[src/sv/fts_pkg.sv]
// Shared types and the marker reset constant for the frame transmitter with sum checksum.
// No dependencies.
package fts_pkg;

  localparam logic [7:0] MARKER_RESET = 8'd2;

  typedef struct packed {
    logic [7:0] payload_byte;
    logic [7:0] frame_length;
  } in_item_t;

  typedef struct packed {
    logic [7:0] tx_byte;
    logic       run_last;
    logic       frame_end;
  } out_item_t;

  // One classified request: which bytes the back part has to send for it.
  typedef struct packed {
    logic       open;
    logic       close;
    logic [7:0] marker;
    logic [7:0] length;
    logic [7:0] data;
    logic [7:0] csum;
  } job_t;

  typedef enum logic [1:0] {
    PH_MARKER,
    PH_LENGTH,
    PH_DATA,
    PH_CSUM
  } phase_t;

endpackage

[src/sv/frame_transmitter_sum_checksum.sv]
// Frame transmitter with length prefix and two's complement sum checksum.
// Top level; depends on fts_pkg, fts_front, fts_queue, fts_back.
//
// Each accepted request yields one to four result bytes: marker, length and
// data on the request that opens a frame, data alone for later ones, and the
// checksum after the data byte that completes the frame. Requests are accepted
// one per cycle while the job queue (QUEUE_DEPTH entries) has room; the back
// part's output register sends one result per cycle while a job is queued
// and result_ready does not hold it. start_marker resets to 2 and is written
// through cfg; writing it only while the block is idle binds the user, as the
// block itself does not enforce it.
module frame_transmitter_sum_checksum import fts_pkg::*; #(
  parameter int QUEUE_DEPTH = 4
) (
  input  logic       clk,
  input  logic       rst,
  input  logic       item_valid,
  output logic       item_ready,
  input  in_item_t   item,
  output logic       result_valid,
  input  logic       result_ready,
  output out_item_t  result,
  input  logic       cfg_valid,
  output logic       cfg_ready,
  input  logic [7:0] cfg_data
);

  logic push;
  logic full;
  logic pop;
  logic head_valid;
  job_t push_job;
  job_t head;

  fts_front u_front (
    .clk        (clk),
    .rst        (rst),
    .item_valid (item_valid),
    .item_ready (item_ready),
    .item       (item),
    .cfg_valid  (cfg_valid),
    .cfg_ready  (cfg_ready),
    .cfg_data   (cfg_data),
    .queue_full (full),
    .push       (push),
    .job        (push_job)
  );

  fts_queue #(.DEPTH(QUEUE_DEPTH)) u_queue (
    .clk        (clk),
    .rst        (rst),
    .push       (push),
    .push_job   (push_job),
    .full       (full),
    .pop        (pop),
    .head_valid (head_valid),
    .head       (head)
  );

  fts_back u_back (
    .clk          (clk),
    .rst          (rst),
    .head_valid   (head_valid),
    .head         (head),
    .pop          (pop),
    .result_valid (result_valid),
    .result_ready (result_ready),
    .result       (result)
  );

endmodule

[src/sv/fts_front.sv]
// Front part: accepts requests, tracks frame state and builds jobs.
// Depends on fts_pkg.
module fts_front import fts_pkg::*; (
  input  logic     clk,
  input  logic     rst,
  input  logic     item_valid,
  output logic     item_ready,
  input  in_item_t item,
  input  logic     cfg_valid,
  output logic     cfg_ready,
  input  logic [7:0] cfg_data,
  input  logic     queue_full,
  output logic     push,
  output job_t     job
);

  logic       in_frame;
  logic [7:0] bytes_sent;
  logic [7:0] stored_length;
  logic [7:0] running_sum;
  logic [7:0] start_marker;

  logic       open;
  logic [7:0] len_eff;
  logic [7:0] cnt;
  logic [7:0] sum;

  assign cfg_ready  = 1'b1;
  assign item_ready = !queue_full;
  assign push       = item_valid && item_ready;

  always_comb begin
    open    = !in_frame;
    len_eff = open ? item.frame_length : stored_length;
    cnt     = (open ? 8'd0 : bytes_sent) + 8'd1;
    sum     = (open ? 8'd0 : running_sum) + item.payload_byte;
    job.open   = open;
    job.close  = (cnt == len_eff);
    job.marker = start_marker;
    job.length = len_eff;
    job.data   = item.payload_byte;
    job.csum   = 8'd0 - sum;
  end

  always_ff @(posedge clk) begin
    if (rst) begin
      in_frame      <= 1'b0;
      bytes_sent    <= 8'd0;
      stored_length <= 8'd0;
      running_sum   <= 8'd0;
      start_marker  <= MARKER_RESET;
    end else begin
      if (cfg_valid) begin
        start_marker <= cfg_data;
      end
      if (push) begin
        in_frame      <= !job.close;
        bytes_sent    <= cnt;
        stored_length <= len_eff;
        running_sum   <= sum;
      end
    end
  end

endmodule

[src/sv/fts_queue.sv]
// Short job queue between the front and back parts.
// Depends on fts_pkg.
module fts_queue import fts_pkg::*; #(
  parameter int DEPTH = 4
) (
  input  logic clk,
  input  logic rst,
  input  logic push,
  input  job_t push_job,
  output logic full,
  input  logic pop,
  output logic head_valid,
  output job_t head
);

  localparam int PW = (DEPTH > 1) ? $clog2(DEPTH) : 1;
  localparam int CW = $clog2(DEPTH + 1);
  localparam logic [PW-1:0] LAST_PTR = PW'(DEPTH - 1);
  localparam logic [CW-1:0] FULL_CNT = CW'(DEPTH);

  job_t          mem [DEPTH];
  logic [PW-1:0] wr_ptr;
  logic [PW-1:0] rd_ptr;
  logic [CW-1:0] count;
  logic          do_pop;

  assign full       = (count == FULL_CNT);
  assign head_valid = (count != '0);
  assign head       = mem[rd_ptr];
  assign do_pop     = pop && head_valid;

  always_ff @(posedge clk) begin
    if (push) begin
      mem[wr_ptr] <= push_job;
    end
  end

  always_ff @(posedge clk) begin
    if (rst) begin
      wr_ptr <= '0;
      rd_ptr <= '0;
      count  <= '0;
    end else begin
      if (push) begin
        wr_ptr <= (wr_ptr == LAST_PTR) ? '0 : wr_ptr + PW'(1);
      end
      if (do_pop) begin
        rd_ptr <= (rd_ptr == LAST_PTR) ? '0 : rd_ptr + PW'(1);
      end
      priority if (push && !do_pop) begin
        count <= count + CW'(1);
      end else if (do_pop && !push) begin
        count <= count - CW'(1);
      end
    end
  end

`ifndef SYNTH
  a_count_bound: assert property (@(posedge clk) disable iff (rst) count <= FULL_CNT)
    else $error("queue count above depth");
  a_no_overflow: assert property (@(posedge clk) disable iff (rst) push |-> !full)
    else $error("push into full queue");
`endif

endmodule

[src/sv/fts_back.sv]
// Back part: sends for each job those of the marker, length, data and checksum bytes it needs.
// Depends on fts_pkg.
module fts_back import fts_pkg::*; (
  input  logic      clk,
  input  logic      rst,
  input  logic      head_valid,
  input  job_t      head,
  output logic      pop,
  output logic      result_valid,
  input  logic      result_ready,
  output out_item_t result
);

  phase_t    phase;
  phase_t    phase_next;
  phase_t    cur;
  logic      mid;
  logic      mid_next;
  logic      load;
  out_item_t res_next;

  assign cur  = mid ? phase : (head.open ? PH_MARKER : PH_DATA);
  assign load = head_valid && (!result_valid || result_ready);

  // next state
  always_comb begin
    phase_next = phase;
    mid_next   = mid;
    if (load) begin
      if (res_next.run_last) begin
        mid_next = 1'b0;
      end else begin
        mid_next = 1'b1;
        unique case (cur)
          PH_MARKER: phase_next = PH_LENGTH;
          PH_LENGTH: phase_next = PH_DATA;
          PH_DATA:   phase_next = PH_CSUM;
          PH_CSUM:   phase_next = PH_MARKER;
        endcase
      end
    end
  end

  // outputs
  always_comb begin
    res_next.run_last  = 1'b0;
    res_next.frame_end = 1'b0;
    unique case (cur)
      PH_MARKER: res_next.tx_byte = head.marker;
      PH_LENGTH: res_next.tx_byte = head.length;
      PH_DATA: begin
        res_next.tx_byte  = head.data;
        res_next.run_last = !head.close;
      end
      PH_CSUM: begin
        res_next.tx_byte   = head.csum;
        res_next.run_last  = 1'b1;
        res_next.frame_end = 1'b1;
      end
    endcase
    pop = load && res_next.run_last;
  end

  always_ff @(posedge clk) begin
    if (rst) begin
      phase        <= PH_MARKER;
      mid          <= 1'b0;
      result_valid <= 1'b0;
    end else begin
      phase <= phase_next;
      mid   <= mid_next;
      if (load) begin
        result_valid <= 1'b1;
      end else if (result_ready) begin
        result_valid <= 1'b0;
      end
    end
  end

  always_ff @(posedge clk) begin
    if (load) begin
      result <= res_next;
    end
  end

`ifndef SYNTH
  a_end_is_last: assert property (@(posedge clk) disable iff (rst)
    result_valid && result.frame_end |-> result.run_last)
    else $error("frame end without run last");
  a_mid_has_job: assert property (@(posedge clk) disable iff (rst) mid |-> head_valid)
    else $error("job popped mid sequence");
`endif

endmodule
[config.mk]
export PLATFORM = sky130hd
export DESIGN_NAME = frame_transmitter_sum_checksum
export DESIGN_NICKNAME = d
export VERILOG_FILES = /design/src/sv/fts_pkg.sv /design/src/sv/frame_transmitter_sum_checksum.sv /design/src/sv/fts_front.sv /design/src/sv/fts_queue.sv /design/src/sv/fts_back.sv
export SDC_FILE = /design/constraint.sdc
export NUM_CORES = 1
export LEC_CHECK = 0
export ABC_CLOCK_PERIOD_IN_PS = 3700
export BUFFER_PORTS_ARGS = -buffer_cell sky130_fd_sc_hd__buf_2
export CORE_UTILIZATION = 26
export CTS_CLUSTER_DIAMETER = 50
export DETAILED_ROUTE_END_ITERATION = 16
export RECOVER_POWER = 100
export SLEW_MARGIN = 20
export SYNTH_ARGS = -nofsm -noshare
export SYNTH_HDL_FRONTEND = slang
export SYNTH_SLANG_ARGS = --single-unit
[constraint.sdc]
create_clock -name clk -period 3.7 [get_ports clk]
set_clock_uncertainty 0.15 [all_clocks]
set_input_delay 0.555 -clock clk [delete_from_list [all_inputs] [get_ports clk]]
set_output_delay 0.555 -clock clk [all_outputs]
set_load 0.01 [all_outputs]
# Word level (Yosys, flattened, before mapping)
# Memories as Yosys holds them, arrays and structs flattened. A register that Yosys moved wholly into a read port is not among the register bits.
# Cells that the tools add are included.
[word_totals] mem_count=1 word_cells=69 ram_bits=136 reg_bits=54
[memory_table] name="u_queue.mem" depth=4 word_bits=34 read_ports=1 rd_clocked_by_memory_dff=1 write_ports=1 line_no="fts_queue.sv:21" text="job_t mem [DEPTH];"
[classes] addsub=7 reduce_logical=19 bitwise=1 n_eq_ne=7 mux=20
[op_table] operator="8-bit one-hot mux with 4 select lines" n=1
[op_table] operator="8-bit two-way mux" n=3
[op_table] operator="2-bit two-way mux" n=6
[op_table] operator="8-bit by 1-bit adder with 8-bit output (second input constant)" n=1
[op_table] operator="8-bit adder" n=1
[op_table] operator="2-bit == test (second input constant)" n=4
[op_table] operator="8-bit == test" n=1
[op_table] operator="2-bit one-hot mux with 4 select lines" n=1
[op_table] operator="1-bit by 8-bit subtractor with 8-bit output (first input constant)" n=1
[op_table] operator="1-bit logical NOT" n=7
[op_table] operator="1-bit logical AND" n=6
[op_table] operator="1-bit two-way mux" n=6
[op_table] operator="3-bit two-way mux" n=2
[op_table] operator="2-bit by 1-bit adder with 2-bit output (second input constant)" n=2
[op_table] operator="2-bit nonzero test" n=2
[op_table] operator="3-bit by 1-bit adder with 3-bit output (second input constant)" n=1
[op_table] operator="3-bit == test (second input constant)" n=1
[op_table] operator="3-bit nonzero test" n=1
[op_table] operator="3-bit by 1-bit subtractor with 3-bit output (second input constant)" n=1
[op_table] operator="2-bit by 1-bit == test with 1-bit output (second input constant)" n=1
[op_table] operator="2-bit logical NOT" n=1
[op_table] operator="1-bit one-hot mux with 2 select lines" n=1
[op_table] operator="2-bit AND reduction" n=1
[op_table] operator="1-bit logical OR" n=1
[op_table] operator="1-bit NOT" n=1

# Logic depth before layout (Yosys ltp)
[logic_depth] depth_word=9 depth_mapped=16 mapped_depth_nobuf=13

# Modules after synthesis
# Synthesis repeated with hierarchy kept, for this count alone.
[unflattened] hier_cells=561 area_unflattened_um2=8344.3
[modules_own_cells] module="fts_queue" seq_area_each_um2=4264.1 area_each_um2=5412.7 cells_each=222 n_inst=1
[modules_own_cells] module="fts_front" seq_area_each_um2=660.6 area_each_um2=2172.1 cells_each=266 n_inst=1
[modules_own_cells] module="fts_back" seq_area_each_um2=380.4 area_each_um2=759.5 cells_each=73 n_inst=1

# Worst setup path before layout
# No wires, ideal clock.
[synth_timing] path_type="reg-to-reg" start="reg with a tool-made name" end="reg u_queue.count[2]" path_slack_ns=0.236 t_arrival_ns=3.243 path_buffers=3 stages_incl_launch_ff=16 t_required_ns=3.480 path_cell_list="dfxtp_1 clkbuf_1 clkbuf_1 mux4_2 inv_1 mux2_2 ha_1 clkbuf_1 o21bai_4 nand2_4 ha_1 inv_1 fa_1 xor2_1 or3_1 a21oi_1"
[synth_rtl] element="to (signal assigned)" line_no="fts_queue.sv:51" text="count <= count + CW'(1);"
[synth_rtl] element="to (signal assigned)" line_no="fts_queue.sv:53" text="count <= count - CW'(1);"
[synth_rtl] element="to (decl)" line_no="fts_queue.sv:24" text="logic [CW-1:0] count;"

==> key figures <==
Worst setup path
  – Critical Path AT: between 3 and 4 ns
  – CP startpoint kind: register
  – Classification of the worst setup path: register to register
  – Worst Setup End Kind: register
  – CP required: slightly below 4 ns
  – Worst R2R Setup Slack: between 0.4 and 0.5 ns
  – Crit-path max FO: 9

Logic synthesis
  – Count of cell types in the netlist: 53
  – Mapped cell area: around 0.0081 sq mm
  – Post-synthesis simple-gate area fraction: 0.07948
  – EDFF count, synth: between 100 and 150
  – Post-synthesis mux area share: 0.1226
  – Post-synthesis sequential area ratio: 0.6531
  – Synth Area in Compound Gates: 0.05591
  – Synth Area in XOR/XNOR: 0.03019
  – Synthesized Nets: 597
  – Cells after Synth: around 550
  – Largest family of logic cells by synthesized area: multiplexers
  – Synth Flop Type: edfxtp_1
  – Adder-cell share of the synthesized area: 0.03420
  – Synthesis warning total: 0
  – #FFs+latches synth: ~190
  – Post-synth ARST share: 0
  – Syn Area/Cell: 14.85 sq um

Timing
  – Finish-stage setup viols: 0
  – RSZ-0062 raised after global routing: no
  – Fin crit share: 0.8757
  – Post-route minimum period: roughly 3.2 ns
  – Least-Margin Pin Slew: approximately 2.1 ns
  – Final max-slew violation count: between 150 and 200
  – Slew HR: -0.4051
  – Fmax: around 0.31 GHz
  – Post-route setup TNS: 0 ns
  – Final hold vios: 0
  – PnR worst setup slack: about 0.46 ns
  – Hold_ws: 0.1789 ns

CTS
  – Num CTS Buffers: 17
  – CTS tree: yes
  – Post-CTS setup buffer count: 0
  – Reg clk slew, reported paths: about 0.080 ns
  – Root buf cell: clkbuf_16
  – Post-CTS Resized: 0
  – Htree depth: 4
  – Clock sinks: 192
  – Worst skew pair latency: roughly 0.44 ns
  – CTS Hold Bufs: 0
  – Max clock buf depth: 2

Job
  – MaxCap Viol Count: 5

Placed design
  – Placer's final routability congestion estimate: approximately 0.76
  – Pre-CTS WS: roughly 0.60 ns
  – Placed Cells: 961
  – HPWL Detailed: ~11000 um
  – # port buffers: 40

Die
  – DIE WIDTH: about 180 um
  – Core Footprint: between 0.03 and 0.04 sq mm
  – Die area: between 0.03 and 0.04 sq mm
  – Starting Density: 0.2648
  – IO Pins: 42
  – Rows: 64
  – Die H: ~180 um

Outcome
  – Outcome: finished, violations left
  – Failing checks: max-capacitance violations, max-slew violations

Routing
  – DRT antenna net count: 0
  – WL/cell: 16.65 um
  – Detailed Route WL: approximately 17000 um
  – Residual DRC: 0
  – Detailed Routing Iterations Pass 1: 5
  – Via Count: about 4500
  – Drt initial violations: 277
  – Via/cell ratio: ~4.5

GRT
  – Initial antenna violation count: 0
  – First-pass GRT wire length: around 26000 um
  – Vias in the first global route: between 4000 and 5000
  – GRT Overall Usage: 0.1107
  – Total gr overflow: 0
  – Maximum number of pins on one net before global-route repair: between 40 and 50

Pwr
  – VDD IR max: 0.2909 mV
  – Overall Power: 0.005912 W
  – Leak Pwr: 3.201 nW
  – PwrDens: 636.9 mW/mm^2

Finish
  – Layout area overhead: 14.26%
  – Number of diodes: 0
  – Ratio of cells with drive above 1 in the final layout: 0.1658
  – # nets final: 634
  – Cell Count, Final, Fillers Out: between 900 and 1000

Hold path
  – Worst Hold Class: primary input to register
-- power breakdown --
group	total, W	switching [W]	internal [W]
sequential	0.00281	0.000113	0.00270
clock	0.00182	0.000903	0.000921
combinational	0.00128	0.000769	0.000508
total	0.00591	0.00178	0.00413
-- Yosys cell counts, types with 3 or more instances --
| cell type | count | area share |
|---|---|---|
| a222oi_1 | 8 | 0.0099 |
| xnor2_1 | 14 | 0.015 |
| nand2_1 | 46 | 0.021 |
| and3_1 | 9 | 0.0069 |
| buf_1 | 3 | 0.0014 |
| buf_2 | 9 | 0.0055 |
| a211oi_1 | 3 | 0.0028 |
| nor3_1 | 13 | 0.0080 |
| clkbuf_1 | 14 | 0.0065 |
| and2_1 | 8 | 0.0062 |
| dfxtp_1 | 46 | 0.11 |
| a21oi_1 | 23 | 0.014 |
| xor2_1 | 14 | 0.015 |
| mux2i_1 | 14 | 0.017 |
| mux4_2 | 34 | 0.094 |
| ha_1 | 19 | 0.029 |
| nor2b_1 | 3 | 0.0023 |
| nor2_1 | 42 | 0.019 |
| mux2_2 | 8 | 0.011 |
| edfxtp_1 | 146 | 0.54 |
| o21ai_0 | 14 | 0.0086 |
| inv_1 | 17 | 0.0079 |
-- cell families (layout without fill, tap and decap cells) --
family	after synthesis	count (layout)
compound gates	65	65
xor+xnor	28	28
fa+ha+maj	21	21
buf+inv	46	96
flops	192	192
mux	56	56
other cells	1	1
simple gates	138	138
-- worst max-delay path, cell delays in order, from the launching register on --
cell	delay, ns
dfxtp_1	0.36
mux4_2	0.50
inv_1	0.06
mux2_2	0.17
ha_1	0.37
inv_1	0.08
o21bai_1	0.34
nand2_4	0.11
ha_1	0.24
inv_1	0.07
fa_1	0.18
xor2_1	0.07
or3_1	0.30
a21oi_1	0.14
-- worst paths after layout --
path	cells past startpoint	end	startpoint
worst min register to register	2	u_front.running_sum[0]$_SDFFE_PP0P_	u_front.running_sum[0]$_SDFFE_PP0P_
worst min-delay path	2	u_front.start_marker[1]$_SDFFE_PP1P_	cfg_data[1]
worst max register to register	13	u_queue.count[2]$_SDFFE_PP0P_	register
worst max-delay path	13	u_queue.count[2]$_SDFFE_PP0P_	register
-- layer usage --
metal / track usage / wire length [um] / share of wire / up-vias
met2: 0.1883 / 8298 / 0.50 / 87
met1: 0.1382 / 7311 / 0.44 / 2243
li1: - / - / - / 2129
met5: 0 / 0 / 0 / -
met3: 0.02269 / 653 / 0.039 / 18
met4: 0.04025 / 269 / 0.016 / 0
-- sequential cells by signal, indices dropped and copies added, names as in the netlist, named ones only --
signal                 count
u_queue.mem              136
u_back.result             10
u_front.bytes_sent         8
u_front.running_sum        8
u_front.start_marker       8
u_front.stored_length      8
u_queue.count              3
u_back.phase               2
u_queue.rd_ptr             2
u_queue.wr_ptr             2
u_back.mid                 1
u_back.result_valid        1
u_front.in_frame           1
-- cell type report --
class / count / area (sq um)
fillers: 3036 / 21390
flip-flops and latches: 192 / 5305
clock inverters: 15 / 175.2
multi-input cells: 309 / 2597
inverters: 18 / 67.56
repair buffers: 46 / 215.2
clock buffers: 17 / 425.4
well taps: 396 / 495.5
-- placed cells by master, fill, tap and decap left out, drive strengths merged, types with 2 or more instances in the layout --
| cell | n |
|---|---|
| edfxtp | 146 |
| nand2 | 48 |
| dfxtp | 46 |
| nor2 | 42 |
| clkbuf | 39 |
| mux4 | 34 |
| inv | 28 |
| a21oi | 24 |
| buf | 24 |
| ha | 19 |
| o21ai | 14 |
| xnor2 | 14 |
| xor2 | 14 |
| mux2i | 14 |
| nor3 | 13 |
| and3 | 9 |
| a222oi | 8 |
| mux2 | 8 |
| and2 | 8 |
| a211oi | 5 |
| clkinv | 4 |
| nor2b | 3 |
| o21bai | 2 |
| a2111oi | 2 |
| or2 | 2 |
| nand2b | 2 |
| nor3b | 2 |
| nand3 | 2 |
| a22oi | 2 |
| or3 | 2 |
| fa | 2 |
-- through the flow --
step                area [sq um]    util
floorplan                   8123       -
global placement            8742  0.2850
detailed placement          8742  0.2850
CTS                         9343  0.3046
global route                9281  0.3026
finish                      9281  0.3026
Note: power is estimated with default switching activity, not from simulation.
